**src/rtl/csm_pkg.sv**
```systemverilog
// ----------------------------------------------------------------------------
// csm_pkg
// shared types, register map and reset values of the collision safety
// mode selector
// ----------------------------------------------------------------------------
package csm_pkg;

    localparam int DIST_W   = 16;
    localparam int TTC_W    = 16;
    localparam int SPEED_W  = 14;
    localparam int TICK_W   = 10;
    localparam int FRAME_W  = 8;
    localparam int TIMER_W  = 16;
    localparam int Q8_W     = 10;
    localparam int ADDR_W   = 5;
    localparam int DATA_W   = 32;
    localparam int REGIDX_W = 3;

    localparam int unsigned HOLD_TIME_MS_DEF     = 2000;
    localparam int unsigned RECOVERY_TIME_MS_DEF = 1000;
    localparam int unsigned FOLLOW_ENTER_Q8_DEF  = 384;
    localparam int unsigned FOLLOW_EXIT_Q8_DEF   = 448;

    localparam logic [DIST_W-1:0]  IMM_BRAKE_DIST_RST = 16'd500;
    localparam logic [DIST_W-1:0]  BRAKE_DIST_RST     = 16'd1000;
    localparam logic [TTC_W-1:0]   BRAKE_TTC_RST      = 16'd1500;
    localparam logic [TTC_W-1:0]   WARN_TTC_RST       = 16'd3000;
    localparam logic [TTC_W-1:0]   WARN_EXIT_TTC_RST  = 16'd3500;
    localparam logic [FRAME_W-1:0] CONFIRM_FRAMES_RST = 8'd3;
    localparam logic [DIST_W-1:0]  RESUME_DIST_RST    = 16'd800;
    localparam logic [SPEED_W-1:0] STOP_SPEED_RST     = 14'd30;

    localparam logic [REGIDX_W-1:0] REG_IMM_BRAKE_DIST = 3'd0;
    localparam logic [REGIDX_W-1:0] REG_BRAKE_DIST     = 3'd1;
    localparam logic [REGIDX_W-1:0] REG_BRAKE_TTC      = 3'd2;
    localparam logic [REGIDX_W-1:0] REG_WARN_TTC       = 3'd3;
    localparam logic [REGIDX_W-1:0] REG_WARN_EXIT_TTC  = 3'd4;
    localparam logic [REGIDX_W-1:0] REG_CONFIRM_FRAMES = 3'd5;
    localparam logic [REGIDX_W-1:0] REG_RESUME_DIST    = 3'd6;
    localparam logic [REGIDX_W-1:0] REG_STOP_SPEED     = 3'd7;

    typedef enum logic [2:0] {
        MODE_CRUISE,
        MODE_FOLLOW,
        MODE_WARN,
        MODE_BRAKE,
        MODE_FAULT
    } mode_t;

    typedef enum logic [1:0] {
        EVT_NONE,
        EVT_FAULT_ENTERED,
        EVT_RECOVERED
    } event_t;

    typedef struct packed {
        logic [DIST_W-1:0]  imm_brake_dist;
        logic [DIST_W-1:0]  brake_dist;
        logic [TTC_W-1:0]   brake_ttc;
        logic [TTC_W-1:0]   warn_ttc;
        logic [TTC_W-1:0]   warn_exit_ttc;
        logic [FRAME_W-1:0] confirm_frames;
        logic [DIST_W-1:0]  resume_dist;
        logic [SPEED_W-1:0] stop_speed;
    } cfg_t;

    typedef struct packed {
        logic               sensors_healthy;
        logic               target_valid;
        logic               target_stale;
        logic [DIST_W-1:0]  target_distance;
        logic [DIST_W-1:0]  desired_gap;
        logic [TTC_W-1:0]   time_to_collision;
        logic [SPEED_W-1:0] ego_speed;
        logic [TICK_W-1:0]  tick_ms;
    } item_t;

    typedef struct packed {
        mode_t  mode;
        event_t evt;
        logic   hold;
    } res_t;

endpackage

```
**src/rtl/csm_cfg_regs.sv**
```systemverilog
// ----------------------------------------------------------------------------
// csm_cfg_regs
// threshold registers behind the apb port, with read back
// ----------------------------------------------------------------------------
module csm_cfg_regs
(
    input  logic                        clk,
    input  logic                        rst_n,
    input  logic                        psel,
    input  logic                        penable,
    input  logic                        pwrite,
    input  logic [csm_pkg::ADDR_W-1:0]  paddr,
    input  logic [csm_pkg::DATA_W-1:0]  pwdata,
    output logic [csm_pkg::DATA_W-1:0]  prdata,
    output logic                        pready,
    output csm_pkg::cfg_t               cfg
);

    csm_pkg::cfg_t                 cfg_reg;
    logic                          wr_en;
    logic [csm_pkg::REGIDX_W-1:0]  idx;

    assign pready = 1'b1;
    assign wr_en  = psel && penable && pwrite;
    assign idx    = paddr[csm_pkg::ADDR_W-1:2];
    assign cfg    = cfg_reg;

    always_ff @(posedge clk or negedge rst_n)
    begin
        if (!rst_n)
        begin
            cfg_reg.imm_brake_dist <= csm_pkg::IMM_BRAKE_DIST_RST;
            cfg_reg.brake_dist     <= csm_pkg::BRAKE_DIST_RST;
            cfg_reg.brake_ttc      <= csm_pkg::BRAKE_TTC_RST;
            cfg_reg.warn_ttc       <= csm_pkg::WARN_TTC_RST;
            cfg_reg.warn_exit_ttc  <= csm_pkg::WARN_EXIT_TTC_RST;
            cfg_reg.confirm_frames <= csm_pkg::CONFIRM_FRAMES_RST;
            cfg_reg.resume_dist    <= csm_pkg::RESUME_DIST_RST;
            cfg_reg.stop_speed     <= csm_pkg::STOP_SPEED_RST;
        end
        else if (wr_en)
        begin
            unique case (idx)
                csm_pkg::REG_IMM_BRAKE_DIST: cfg_reg.imm_brake_dist <= pwdata[15:0];
                csm_pkg::REG_BRAKE_DIST:     cfg_reg.brake_dist     <= pwdata[15:0];
                csm_pkg::REG_BRAKE_TTC:      cfg_reg.brake_ttc      <= pwdata[15:0];
                csm_pkg::REG_WARN_TTC:       cfg_reg.warn_ttc       <= pwdata[15:0];
                csm_pkg::REG_WARN_EXIT_TTC:  cfg_reg.warn_exit_ttc  <= pwdata[15:0];
                csm_pkg::REG_CONFIRM_FRAMES: cfg_reg.confirm_frames <= pwdata[7:0];
                csm_pkg::REG_RESUME_DIST:    cfg_reg.resume_dist    <= pwdata[15:0];
                csm_pkg::REG_STOP_SPEED:     cfg_reg.stop_speed     <= pwdata[13:0];
                default:
                begin
                end
            endcase
        end
    end

    always_comb
    begin
        unique case (idx)
            csm_pkg::REG_IMM_BRAKE_DIST: prdata = {16'd0, cfg_reg.imm_brake_dist};
            csm_pkg::REG_BRAKE_DIST:     prdata = {16'd0, cfg_reg.brake_dist};
            csm_pkg::REG_BRAKE_TTC:      prdata = {16'd0, cfg_reg.brake_ttc};
            csm_pkg::REG_WARN_TTC:       prdata = {16'd0, cfg_reg.warn_ttc};
            csm_pkg::REG_WARN_EXIT_TTC:  prdata = {16'd0, cfg_reg.warn_exit_ttc};
            csm_pkg::REG_CONFIRM_FRAMES: prdata = {24'd0, cfg_reg.confirm_frames};
            csm_pkg::REG_RESUME_DIST:    prdata = {16'd0, cfg_reg.resume_dist};
            csm_pkg::REG_STOP_SPEED:     prdata = {18'd0, cfg_reg.stop_speed};
            default:                     prdata = '0;
        endcase
    end

endmodule

```
**src/rtl/csm_core.sv**
```systemverilog
// ----------------------------------------------------------------------------
// csm_core
// mode state machine with trigger counter, brake hold and fault recovery
// timers; state advances once per stepped item
// ----------------------------------------------------------------------------
module csm_core #(
    parameter int unsigned HOLD_TIME_MS     = csm_pkg::HOLD_TIME_MS_DEF,
    parameter int unsigned RECOVERY_TIME_MS = csm_pkg::RECOVERY_TIME_MS_DEF,
    parameter int unsigned FOLLOW_ENTER_Q8  = csm_pkg::FOLLOW_ENTER_Q8_DEF,
    parameter int unsigned FOLLOW_EXIT_Q8   = csm_pkg::FOLLOW_EXIT_Q8_DEF
)
(
    input  logic           clk,
    input  logic           rst_n,
    input  logic           step,
    input  csm_pkg::item_t item,
    input  csm_pkg::cfg_t  cfg,
    output csm_pkg::res_t  result
);

    localparam int PROD_W = csm_pkg::DIST_W + csm_pkg::Q8_W;

    csm_pkg::mode_t               mode_reg, mode_next;
    logic [csm_pkg::FRAME_W-1:0]  trig_reg, trig_next;
    logic                         hold_reg, hold_next;
    logic [csm_pkg::TIMER_W-1:0]  hold_tmr_reg, hold_tmr_next;
    logic [csm_pkg::TIMER_W-1:0]  rec_tmr_reg, rec_tmr_next;

    logic                         fault_entry;
    logic                         recovered;
    csm_pkg::mode_t               cur;
    logic [csm_pkg::TIMER_W-1:0]  rec_base;
    logic [csm_pkg::TIMER_W:0]    rec_sum;
    logic [csm_pkg::TIMER_W-1:0]  rec_sat;
    logic [csm_pkg::TIMER_W-1:0]  tick_ext;
    logic [csm_pkg::TIMER_W-1:0]  hold_dec;

    logic [PROD_W-1:0]            scaled;
    logic [PROD_W-1:0]            enter_lim;
    logic [PROD_W-1:0]            exit_lim;
    logic [csm_pkg::FRAME_W-1:0]  op_trig_in;
    logic [csm_pkg::FRAME_W-1:0]  trig_inc;
    csm_pkg::mode_t               op_mode;
    logic [csm_pkg::FRAME_W-1:0]  op_trig;

    // shared operating-mode pick
    assign scaled    = {2'd0, item.target_distance, 8'd0};
    assign enter_lim = item.desired_gap * csm_pkg::Q8_W'(FOLLOW_ENTER_Q8);
    assign exit_lim  = item.desired_gap * csm_pkg::Q8_W'(FOLLOW_EXIT_Q8);
    assign op_trig_in = (cur == csm_pkg::MODE_FAULT || hold_reg) ? '0 : trig_reg;
    assign trig_inc  = (op_trig_in == '1) ? op_trig_in : op_trig_in + 8'd1;

    always_comb
    begin
        op_trig = '0;
        op_mode = csm_pkg::MODE_CRUISE;
        priority if (item.target_stale)
        begin
            op_mode = cur;
        end
        else if (!item.target_valid)
        begin
            op_mode = csm_pkg::MODE_CRUISE;
        end
        else if (item.target_distance < cfg.imm_brake_dist)
        begin
            op_trig = cfg.confirm_frames;
            op_mode = csm_pkg::MODE_BRAKE;
        end
        else if (item.time_to_collision < cfg.brake_ttc ||
                 item.target_distance < cfg.brake_dist)
        begin
            op_trig = trig_inc;
            op_mode = (trig_inc >= cfg.confirm_frames) ? csm_pkg::MODE_BRAKE
                                                       : csm_pkg::MODE_WARN;
        end
        else if (item.time_to_collision < cfg.warn_ttc)
        begin
            op_mode = csm_pkg::MODE_WARN;
        end
        else if (cur == csm_pkg::MODE_WARN && item.time_to_collision < cfg.warn_exit_ttc)
        begin
            op_mode = csm_pkg::MODE_WARN;
        end
        else if (scaled <= enter_lim)
        begin
            op_mode = csm_pkg::MODE_FOLLOW;
        end
        else if (cur == csm_pkg::MODE_FOLLOW && scaled <= exit_lim)
        begin
            op_mode = csm_pkg::MODE_FOLLOW;
        end
        else
        begin
            op_mode = csm_pkg::MODE_CRUISE;
        end
    end

    // timers
    assign fault_entry = !item.sensors_healthy && (mode_reg != csm_pkg::MODE_FAULT);
    assign cur         = fault_entry ? csm_pkg::MODE_FAULT : mode_reg;
    assign rec_base    = fault_entry ? '0 : rec_tmr_reg;
    assign tick_ext    = {6'd0, item.tick_ms};
    assign rec_sum     = {1'b0, rec_base} + {1'b0, tick_ext};
    assign rec_sat     = rec_sum[csm_pkg::TIMER_W] ? '1 : rec_sum[csm_pkg::TIMER_W-1:0];
    assign hold_dec    = (hold_tmr_reg > tick_ext) ? hold_tmr_reg - tick_ext : '0;
    assign recovered   = (cur == csm_pkg::MODE_FAULT) && item.sensors_healthy &&
                         (rec_sat >= csm_pkg::TIMER_W'(RECOVERY_TIME_MS));

    // next state
    always_comb
    begin
        mode_next     = cur;
        trig_next     = trig_reg;
        hold_next     = hold_reg;
        hold_tmr_next = hold_tmr_reg;
        rec_tmr_next  = rec_tmr_reg;
        priority if (cur == csm_pkg::MODE_FAULT)
        begin
            hold_next = 1'b0;
            trig_next = '0;
            mode_next = csm_pkg::MODE_FAULT;
            if (!item.sensors_healthy)
            begin
                rec_tmr_next = '0;
            end
            else if (recovered)
            begin
                rec_tmr_next = '0;
                mode_next    = op_mode;
                trig_next    = op_trig;
            end
            else
            begin
                rec_tmr_next = rec_sat;
            end
        end
        else if (hold_reg)
        begin
            trig_next     = '0;
            hold_tmr_next = hold_dec;
            if (hold_dec == '0 &&
                (!item.target_valid || item.target_distance > cfg.resume_dist))
            begin
                hold_next = 1'b0;
                mode_next = op_mode;
                trig_next = op_trig;
            end
            else
            begin
                mode_next = csm_pkg::MODE_BRAKE;
            end
        end
        else if (cur == csm_pkg::MODE_BRAKE)
        begin
            if (item.ego_speed < cfg.stop_speed)
            begin
                trig_next     = '0;
                hold_next     = 1'b1;
                hold_tmr_next = csm_pkg::TIMER_W'(HOLD_TIME_MS);
            end
            mode_next = csm_pkg::MODE_BRAKE;
        end
        else
        begin
            mode_next = op_mode;
            trig_next = op_trig;
        end
    end

    // outputs
    always_comb
    begin
        result.mode = mode_next;
        result.hold = hold_next;
        priority if (fault_entry)
            result.evt = csm_pkg::EVT_FAULT_ENTERED;
        else if (recovered)
            result.evt = csm_pkg::EVT_RECOVERED;
        else
            result.evt = csm_pkg::EVT_NONE;
    end

    always_ff @(posedge clk or negedge rst_n)
    begin
        if (!rst_n)
        begin
            mode_reg     <= csm_pkg::MODE_CRUISE;
            trig_reg     <= '0;
            hold_reg     <= 1'b0;
            hold_tmr_reg <= '0;
            rec_tmr_reg  <= '0;
        end
        else if (step)
        begin
            mode_reg     <= mode_next;
            trig_reg     <= trig_next;
            hold_reg     <= hold_next;
            hold_tmr_reg <= hold_tmr_next;
            rec_tmr_reg  <= rec_tmr_next;
        end
    end

endmodule

```
**src/rtl/collision_safety_mode_fsm.sv**
```systemverilog
// ----------------------------------------------------------------------------
// collision_safety_mode_fsm
// per-tick choice of cruise, follow, warn, emergency brake or fault mode
// path: input transfer into the input register, then the mode decision
//   into the result register; a receiver stall holds the item between them
// throughput: one item per cycle while out_stall is low
// reset: mode cruise, counters, timers and hold cleared, thresholds at
//   their defaults; no result pending
// ----------------------------------------------------------------------------
module collision_safety_mode_fsm #(
    parameter int unsigned HOLD_TIME_MS     = csm_pkg::HOLD_TIME_MS_DEF,
    parameter int unsigned RECOVERY_TIME_MS = csm_pkg::RECOVERY_TIME_MS_DEF,
    parameter int unsigned FOLLOW_ENTER_Q8  = csm_pkg::FOLLOW_ENTER_Q8_DEF,
    parameter int unsigned FOLLOW_EXIT_Q8   = csm_pkg::FOLLOW_EXIT_Q8_DEF
)
(
    input  logic                         clk,
    input  logic                         rst_n,

    input  logic                         psel,
    input  logic                         penable,
    input  logic                         pwrite,
    input  logic [csm_pkg::ADDR_W-1:0]   paddr,
    input  logic [csm_pkg::DATA_W-1:0]   pwdata,
    output logic [csm_pkg::DATA_W-1:0]   prdata,
    output logic                         pready,

    input  logic                         in_valid,
    output logic                         in_stall,
    input  logic                         sensors_healthy,
    input  logic                         target_valid,
    input  logic                         target_stale,
    input  logic [csm_pkg::DIST_W-1:0]   target_distance,
    input  logic [csm_pkg::DIST_W-1:0]   desired_gap,
    input  logic [csm_pkg::TTC_W-1:0]    time_to_collision,
    input  logic [csm_pkg::SPEED_W-1:0]  ego_speed,
    input  logic [csm_pkg::TICK_W-1:0]   tick_ms,

    output logic                         out_valid,
    input  logic                         out_stall,
    output logic [2:0]                   safety_mode,
    output logic [1:0]                   mode_event,
    output logic                         hold_active
);

    csm_pkg::cfg_t   cfg;
    csm_pkg::item_t  item_reg;
    csm_pkg::res_t   res_reg;
    csm_pkg::res_t   core_res;
    logic            in_vld_reg, in_vld_next;
    logic            out_vld_reg, out_vld_next;
    logic            load_in;
    logic            advance;

    csm_cfg_regs u_cfg (
        .clk     (clk),
        .rst_n   (rst_n),
        .psel    (psel),
        .penable (penable),
        .pwrite  (pwrite),
        .paddr   (paddr),
        .pwdata  (pwdata),
        .prdata  (prdata),
        .pready  (pready),
        .cfg     (cfg)
    );

    csm_core #(
        .HOLD_TIME_MS     (HOLD_TIME_MS),
        .RECOVERY_TIME_MS (RECOVERY_TIME_MS),
        .FOLLOW_ENTER_Q8  (FOLLOW_ENTER_Q8),
        .FOLLOW_EXIT_Q8   (FOLLOW_EXIT_Q8)
    ) u_core (
        .clk    (clk),
        .rst_n  (rst_n),
        .step   (advance),
        .item   (item_reg),
        .cfg    (cfg),
        .result (core_res)
    );

    assign advance  = in_vld_reg && (!out_vld_reg || !out_stall);
    assign in_stall = in_vld_reg && !advance;
    assign load_in  = in_valid && !in_stall;

    always_comb
    begin
        in_vld_next = in_vld_reg;
        if (load_in)
            in_vld_next = 1'b1;
        else if (advance)
            in_vld_next = 1'b0;
    end

    always_comb
    begin
        out_vld_next = out_vld_reg;
        if (advance)
            out_vld_next = 1'b1;
        else if (!out_stall)
            out_vld_next = 1'b0;
    end

    always_ff @(posedge clk or negedge rst_n)
    begin
        if (!rst_n)
        begin
            in_vld_reg  <= 1'b0;
            out_vld_reg <= 1'b0;
        end
        else
        begin
            in_vld_reg  <= in_vld_next;
            out_vld_reg <= out_vld_next;
        end
    end

    always_ff @(posedge clk)
    begin
        if (load_in)
        begin
            item_reg.sensors_healthy   <= sensors_healthy;
            item_reg.target_valid      <= target_valid;
            item_reg.target_stale      <= target_stale;
            item_reg.target_distance   <= target_distance;
            item_reg.desired_gap       <= desired_gap;
            item_reg.time_to_collision <= time_to_collision;
            item_reg.ego_speed         <= ego_speed;
            item_reg.tick_ms           <= tick_ms;
        end
        if (advance)
        begin
            res_reg <= core_res;
        end
    end

    assign out_valid   = out_vld_reg;
    assign safety_mode = res_reg.mode;
    assign mode_event  = res_reg.evt;
    assign hold_active = res_reg.hold;

endmodule

```
**config.mk**
```make
export PLATFORM = sky130hd
export DESIGN_NAME = collision_safety_mode_fsm
export DESIGN_NICKNAME = d
export VERILOG_FILES = /design/src/rtl/csm_pkg.sv /design/src/rtl/csm_cfg_regs.sv /design/src/rtl/csm_core.sv /design/src/rtl/collision_safety_mode_fsm.sv
export SDC_FILE = /design/constraint.sdc
export NUM_CORES = 1
export LEC_CHECK = 0
export BUFFER_PORTS_ARGS = -buffer_cell sky130_fd_sc_hd__buf_2
export CELL_PAD_IN_SITES_DETAIL_PLACEMENT = 1
export CELL_PAD_IN_SITES_GLOBAL_PLACEMENT = 2
export CORE_ASPECT_RATIO = 0.75
export CORE_MARGIN = 3
export CORE_UTILIZATION = 35
export DETAILED_ROUTE_END_ITERATION = 16
export PLACE_DENSITY_LB_ADDON = 0.1
export SETUP_SLACK_MARGIN = 0.5
export SYNTH_ARGS = -nofsm -noshare
export SYNTH_HDL_FRONTEND = slang
export SYNTH_SLANG_ARGS = --single-unit
```
**constraint.sdc**
```tcl
create_clock -name clk -period 10 [get_ports clk]
set_clock_uncertainty 0.15 [all_clocks]
set_input_delay 1 -clock clk [delete_from_list [all_inputs] [get_ports clk]]
set_output_delay 1 -clock clk [all_outputs]
set_load 0.005 [all_outputs]
```
After elaboration in Yosys (flattened, before gate mapping)
Cells that the tools add are included.
- word-level logic and storage cells: 144
- bits of input ports: 119
- register bits: 245
- $mul: 2
- add/subtract/negate cells: 3
- reduce and logical (&&, ||, !) cells: 37
- equality and inequality tests: 15
- bitwise gates (word level): 1
- mux-type cells: 48
- order comparisons: 12
- operator list (kind ; count):
    $pmux W32 S8 ; 1
    $mux W16 ; 8
    $mux W8 ; 13
    $lt A16 B16 Y1 ; 5
    $le A24 B25 Y1 ; 2
    $mux W3 ; 14
    $reduce_and A2 Y1 ; 10
    $mul A16 B3 Y19 const B ; 1
    $mul A16 B2 Y18 const B ; 1
    $add A16 B10 Y17 ; 1
    $ge A16 B10 Y1 const B ; 1
    $gt A16 B10 Y1 ; 1
    $gt A16 B16 Y1 ; 1
    $logic_not A16 Y1 ; 1
    $sub A16 B10 Y16 ; 1
    $eq A3 B3 Y1 const B ; 5
    $lt A14 B14 Y1 ; 1
    $eq A3 B2 Y1 const B ; 4
    $logic_and A1 B1 Y1 ; 11
    $mux W1 ; 11
    $add A8 B1 Y8 const B ; 1
    $eq A8 B8 Y1 const B ; 1
    $ge A8 B8 Y1 ; 1
    $eq A3 B1 Y1 const B ; 2
    10 further kinds ; 20

Depth between registers and ports, before layout
Gate-level depths: netlist of run 1.
- depth after elaboration: 17
- mapped depth: 22
- mapped depth without buffers: 22

Cells and area by module
Synthesis of run 1 repeated with hierarchy kept, for this count alone.
- cells, all modules: 1616
- area, all modules: 17068.9 um2
- by module, submodules not included (module ; seq. area each (um2) ; cells an instance ; instances ; area an instance (um2)):
    csm_core ; 1101.1 ; 1106 ; 1 ; 8901.0
    csm_cfg_regs ; 3005.4 ; 421 ; 1 ; 5642.9
    collision_safety_mode_fsm ; 2482.4 ; 89 ; 1 ; 2524.9

Worst setup path after synthesis of run 1
Ideal clock, no wire load.
- kind: flip-flop to flip-flop
- start point: register item_reg[41] (netlist name)
- end point: register res_reg, in the netlist safety_mode[0] (data pin)
- slack: 5.461 ns
- cell stages (with the launch flop): 23
- buffers on the path: 0
- arrival: 4.251 ns
- clock period less this slack: 4.539 ns
- path through: edfxtp_1 > fa_1 > ha_1 > fa_1 > a21o_1 > nand4_1 > a31oi_1 > a41oi_1 > nand2b_1 > a21oi_1 > o21bai_1 > a21oi_1 > xor2_1 > ha_1 > nand4_1 > a21oi_1 > a2111oi_0 > o31ai_1 > o211ai_1 > nand2_1 > a31oi_1 > nor4_1 > nor2_1
- RTL lines (what ; line ; text):
    start, declared ; collision_safety_mode_fsm.sv:47 ; csm_pkg::item_t item_reg;
    end signal, assigned ; collision_safety_mode_fsm.sv:133 ; res_reg <= core_res;
    end, declared ; collision_safety_mode_fsm.sv:48 ; csm_pkg::res_t res_reg;

==> results.toml, run 1 <==
[cts]
postCtsHoldBufs = 0
htree_levels = 1
clock_path_buffers = 3
cts_sinks = 245
cts_setup_buffers = 0
cts_buffers = 29
cts_tree = "done"
cts_root_buf = "clkbuf_16"
insertion_delay_ns = 0.57
path_clk_slew_ns = 0.06
cts_resized = 0

[critical_path]
end_kind = "flop"
worstSetupStartpointType = "flop"
r2r_start = "u_core.mode_reg[1]"
cp_max_fo = 7
worst-endpoint-required_ns = 10.15
cp-startpoint = "u_core.mode_reg[1]"
cp.arrival_ns = 5.31
path_class = "reg2reg"

[floorplan]
core_sq_um = 47500
io_pins = 160
start_util_pct = 35.5
dieArea_sq_um = 50900
dieWidth_microns = 260
fp.dieH_microns = 196
rows = 69

[pwr]
ir_drop_uv = 141
pwr_density_cell_nw_per_um2 = 190
p_leak_uw = 0.00858
p_total_uw = 3610

[job]
drv_cap = 0

[sta]
max_clock_freq_mhz = 194
period_share_pct = 51.6
slew_viol_final = 0
rsz0062_at_grt = "no"
setup_violations = 0
setup_ws_ns = 4.84
max_slew_margin_pct = 31.1
finalHoldViolations = 0
worstMarginPinSlew_ns = 1.03
finalSetupTns_ns = 0
min_period_ns = 5.16

[final_layout]
area_growth_pct = 12.5
n_antenna_cell = 0
fin_util_pct = 40.0
seq_area_sq_um = 6590
multiInputGateArea_sq_um = 9370
fill_cells = 5448
drive_gt1_share_pct = 15.5
fin_area_sq_um = 19000
final_nets = 2226
largest_reg_flops = 118

[run_status]
status = "complete, no violations"

[global_routing]
grt_pass1_vias = 14200
grt_usage_pct = 20.9
grt_max_degree = 77
antenna_found_initial = 1
grt_pass1_wl_microns = 83100
gr-total-overflow = 0

[synthesis]
syn-mean-instance-area_sq_um = 9.46
yosysMostFrequentCell = "ha_1"
synth_area_leaders = "dfrtp_1, ha_1, edfxtp_1"
yosys.area.top_type = "dfrtp_1"
synth_cell_type_count = 97
synth_seq_cells = 245
ys_warn_count = 0
ys_seq_area_share_pct = 39.0
synthArstFlopShare_pct = 66.9
syn_area_sq_um = 16900
synth-edff-count = 81
synthCells = 1785
synth_common_cells = "ha_1, nand2_1, o21ai_0, inv_1, dfrtp_1"
synth_top_area_share_pct = 18.1
synth_flop_cell = "dfrtp_1"

[place]
hpwl_microns = 41400
postPlaceCellArea_sq_um = 18100
dp_slack_ns = 4.84
port_buffers = 124
routabilityCongestion = 0.811

[routing]
avgRoutedWirePerCell_microns = 20.8
drt_iter0_drc = 610
vias_per_cell = 5.29
ant_nets = 0
dr.pass1.iters = 5
vias = 13500
wirelength_microns = 53200
remaining_drc_errors = 0

[worst_hold_path]
hold_class = "reg2reg"
min_from = "u_core.rec_tmr_reg[9]"
==> critical path: stages, from the launching register on <==
cell      delay [ns]
dfrtp_1         0.46
nand2b_1        0.19
o21ai_0         0.55
nor2_1          0.27
and2_1          0.25
ha_1            0.21
and3_1          0.23
and3_1          0.22
nand4_1         0.23
mux2_2          0.41
ha_1            0.28
a21o_1          0.16
a21oi_1         0.20
nor2b_1         0.08
o211ai_1        0.23
a221oi_1        0.15
o31a_1          0.29
nor4_1          0.28
nor2_1          0.08
==> area by class of cell <==
| class | instances | share of cell area [%] |
|---|---|---|
| Multi-Input combinational cell | 1314 | 49.3 |
| Tap cell | 639 | 4.21 |
| Clock buffer | 42 | 4.45 |
| Timing Repair Buffer | 135 | 3.74 |
| Clock inverter | 10 | 0.303 |
| Sequential cell | 245 | 34.7 |
| Inverter | 166 | 3.28 |
==> worst paths after layout <==
| kind | depth (start not counted) | slack [ns] | end |
|---|---|---|---|
| min in group asynchronous | 1 | 0.34 | u_cfg.cfg[39] |
| worst max register to register | 18 | 4.84 | safety_mode[0] |
| worst min-delay path | 2 | 0.32 | u_core.rec_tmr_reg[9] |
| max in group asynchronous | 3 | 7.49 | u_core.rec_tmr_reg[15] |
| worst max-delay path | 18 | 4.84 | safety_mode[0] |
| worst min register to register | 2 | 0.32 | u_core.rec_tmr_reg[9] |
==> metrics by stage <==
step	hold slack (ns)	cells
after floorplan	0.293	1800
after global placement	0.303	2499
after detailed placement	0.313	2499
after CTS	0.327	2551
after global routing	0.349	2551
final	0.323	2551
==> placed cells by master, fill, tap and decap left out, types with 10 or more instances in the layout <==
| master | n |
|---|---|
| nand3_1 | 31 |
| nand2_1 | 186 |
| ha_1 | 197 |
| buf_4 | 11 |
| a211oi_1 | 26 |
| o21ai_0 | 175 |
| nor3_1 | 19 |
| and2_1 | 20 |
| nor2b_1 | 11 |
| dfrtp_1 | 122 |
| xor2_1 | 16 |
| nor2_1 | 104 |
| a22oi_1 | 15 |
| nand2b_1 | 27 |
| dfstp_2 | 42 |
| buf_2 | 123 |
| mux2_2 | 25 |
| mux2i_1 | 20 |
| fa_1 | 19 |
| inv_1 | 165 |
| clkbuf_16 | 30 |
| nand4_1 | 31 |
| a21oi_1 | 101 |
| o21ai_2 | 10 |
| a31oi_1 | 22 |
| conb_1 | 17 |
| o211ai_1 | 12 |
| o21a_1 | 12 |
| and3_1 | 11 |
| edfxtp_1 | 81 |
| xnor2_1 | 21 |
| a21o_1 | 36 |
==> per-layer routing <==
layer / GRT usage, % / vias to the layer above / wire length [microns]
li1: - / 6583 / -
met1: 31.3 / 6674 / 27300
met2: 32.4 / 188 / 23100
met3: 2.57 / 51 / 1670
met4: 4.17 / 0 / 1070
met5: 0 / - / 0
==> power by group <==
group          internal [uW]  switching, uW  leakage, uW
clock                    584            442     0.000453
sequential              1230            122      0.00269
combinational            498            740      0.00544
total                   2310           1300      0.00858
==> kinds of logic after synthesis <==
logic type                 Yosys count  synth area share (%)
AOI/OAI and AO/OA                  495                  18.5
xor gates and xnor gates            37                  1.92
adders and majority gates          216                  16.9
buffers and inverters              241                  5.92
DFF                                245                  39.0
muxes                               50                  3.45
other                                2                0.0445
and+or+nand+nor                    499                  14.2
Note: power is estimated with default switching activity, not from simulation.
==> inputs of run 2 (changes only) <==
- clock period: 10 -> 4.54 ns (I/O delays scaled with it)
==> run 2 against run 1 <==
Net effect: the run now ends with negative setup slack left; flip-flop and latch count did not move; critical endpoint unchanged; final cell count rose by 4.9%; global-route usage rose by 0.49 points; total power rose by 130%; critical path depth rose by 4; core utilization rose by 2.9 points; die area did not move; clock-buffer cell count rose by 10; setup slack got worse by 4.9 ns; sequential power rose by 120%.
==> results.toml, run 2 (synthesis results as in run 1) <==
[pwr]
pwr_density_cell_nw_per_um2 = 414
p_leak_uw = 0.00917
internal-power_uw = 5410
ir_drop_uv = 275
swShare_pct = 35.7
p_sw_uw = 3010
power_frac_clock_pct = 28.6
comb_power_share_pct = 36.1
power_frac_seq_pct = 35.3

[final_layout]
final_common_cell = "ha_1"
final_nets = 2347
drive_gt1_share_pct = 18.0
fin_area_sq_um = 20400
finalNonFillerCells = 2677
largest_reg_flops = 118
mostFrequentLayoutCells = "ha_1, nand2_1, o21ai_0"
area_growth_pct = 20.6
fill_cells = 5422

[routing]
vias = 14000
vias_per_cell = 5.22
remaining_drc_errors = 0
dr.pass1.iters = 5
drt_iter0_drc = 738
ant_nets = 0
avgRoutedWirePerCell_microns = 20.3
wirelength_microns = 54400

[worst_hold_path]
hold_class = "in2reg"

[cts]
cts_sinks = 245
clock_path_buffers = 3
insertion_delay_ns = 0.59
path_clk_slew_ns = 0.06
htree_levels = 1
cts_root_buf = "clkbuf_16"
cts_tree = "done"
cts_buffers = 30

[place]
routabilityCongestion = 0.838
postPlaceCellArea_sq_um = 18300
hpwl_microns = 41900
port_buffers = 124
dp_cells = 2523
dp_slack_ns = -0.183

[job]
drv_cap = 0

[sta]
slew_viol_final = 0
setup_ws_ns = -0.101
max_clock_freq_mhz = 215
setup_violations = 2
finalHoldViolations = 0
max_slew_margin_pct = 31.2
worstMarginPinSlew_ns = 1.03
period_share_pct = 102
min_period_ns = 4.64
rsz0062_at_grt = "yes"

[global_routing]
gr-total-overflow = 0
grt_usage_pct = 21.4
grt_pass1_vias = 14900
grt_pass1_wl_microns = 85600
grt_max_degree = 94
antenna_found_initial = 2

[floorplan]
start_util_pct = 35.5
io_pins = 160
dieArea_sq_um = 50900
fp.dieH_microns = 196
core_sq_um = 47500
dieWidth_microns = 260
rows = 69

[critical_path]
end_kind = "flop"
r2r_slack_ns = -0.10
cp_max_fo = 4
worstSetupStartpointType = "flop"
worst-endpoint-required_ns = 4.83
cp.arrival_ns = 4.93
path_class = "reg2reg"

[run_status]
status = "complete, but fails checks"
failed_checks = "negative setup slack"
[run 2: cell count changes in the layout (fill, tap and decap cells not counted), moves of 3 or more]
| cell | change |
|---|---|
| a21oi_1 | -6 |
| a21oi_2 | +6 |
| a31oi_1 | -4 |
| a31oi_2 | +3 |
| buf_4 | +40 |
| clkbuf_1 | +6 |
| clkinv_2 | -6 |
| dlygate4sd3_1 | +78 |
| ha_1 | -5 |
| ha_2 | +3 |
[run 2: final cells by class]
| class | count | area [sq um] | area share [%] |
|---|---|---|---|
| timing repair buffer | 255 | 1830 | 8.99 |
| multi-input combinational | 1314 | 9530 | 46.8 |
| clock inverter | 4 | 32.5 | 0.160 |
| clock buffer | 52 | 946 | 4.65 |
| sequential | 245 | 6590 | 32.4 |
| inverter | 166 | 623 | 3.06 |
| antenna | 2 | 5.00 | 0.0246 |
| tap | 639 | 800 | 3.93 |
[run 2: power by group through the flow]
stage	sequential [uW]	combinational (uW)	clock, uW
4_1_cts	2980	2980	2490
6_report	2970	3040	2410
5_1_grt	3020	3450	2560
3_5_place_dp	3020	2840	0
3_3_place_gp	3010	2740	0
2_1_floorplan	2900	1970	0
[run 2: worst max-delay path, stage by stage (launching register included)]
cell and delay (ns):
edfxtp_1 0.48, fa_1 0.51, ha_2 0.22, fa_2 0.35, a21o_1 0.21, nand4_1 0.13, a31oi_2 0.12, a41oi_2 0.23
nand2b_1 0.10, a21oi_2 0.16, o21bai_1 0.08, a21oi_1 0.18, xor2_1 0.17, ha_1 0.28, nand2_1 0.07, nor2_1 0.05
a2111oi_2 0.30, o31ai_2 0.12, o211ai_1 0.15, nand2_1 0.10, a31oi_2 0.15, nor4_2 0.07, nor2_1 0.10
[run 2: timing repair]
action,CTS,global route
resized for setup,9,17
endpoints found under the setup margin,25,24
buffers inserted,11,7
endpoints found under the hold margin,133,0
hold buffers,78,0
pin swaps,6,22
[run 2: worst paths after layout]
kind	from	endpoint	cells after the start
worst max register to register	item_reg[42]	safety_mode[0]	22
worst min register to register	u_core.rec_tmr_reg[9]	u_core.rec_tmr_reg[9]	2
min in group asynchronous	rst_n	u_cfg.cfg[56]	2
worst max-delay path	item_reg[42]	safety_mode[0]	22
worst min-delay path	pwdata[10]	u_cfg.cfg[80]	3
max in group asynchronous	rst_n	u_core.hold_tmr_reg[6]	3
[run 2: through the flow]
step           hold WS (ns)  total power (uW)  utilization [%]  setup TNS (ns)
6_report             0.0414              8430             42.9          -0.171
5_1_grt              0.0385              9030             42.9          -0.758
4_1_cts              0.0146              8440             42.6          -0.122
3_5_place_dp          0.308              5860             38.6          -0.276
3_3_place_gp          0.305              5750             38.6          -0.120
2_1_floorplan       0.00841              4870                -               0
[run 2: routing by layer]
layer / track usage [%] / up-vias / wire length, microns / part of all wire [%]
met5: 0 / - / 0 / 0
met4: 3.57 / 0 / 906 / 1.7
met3: 2.21 / 50 / 1500 / 2.8
met2: 33.7 / 173 / 24100 / 44
met1: 32.1 / 6934 / 27900 / 51
li1: - / 6825 / - / -
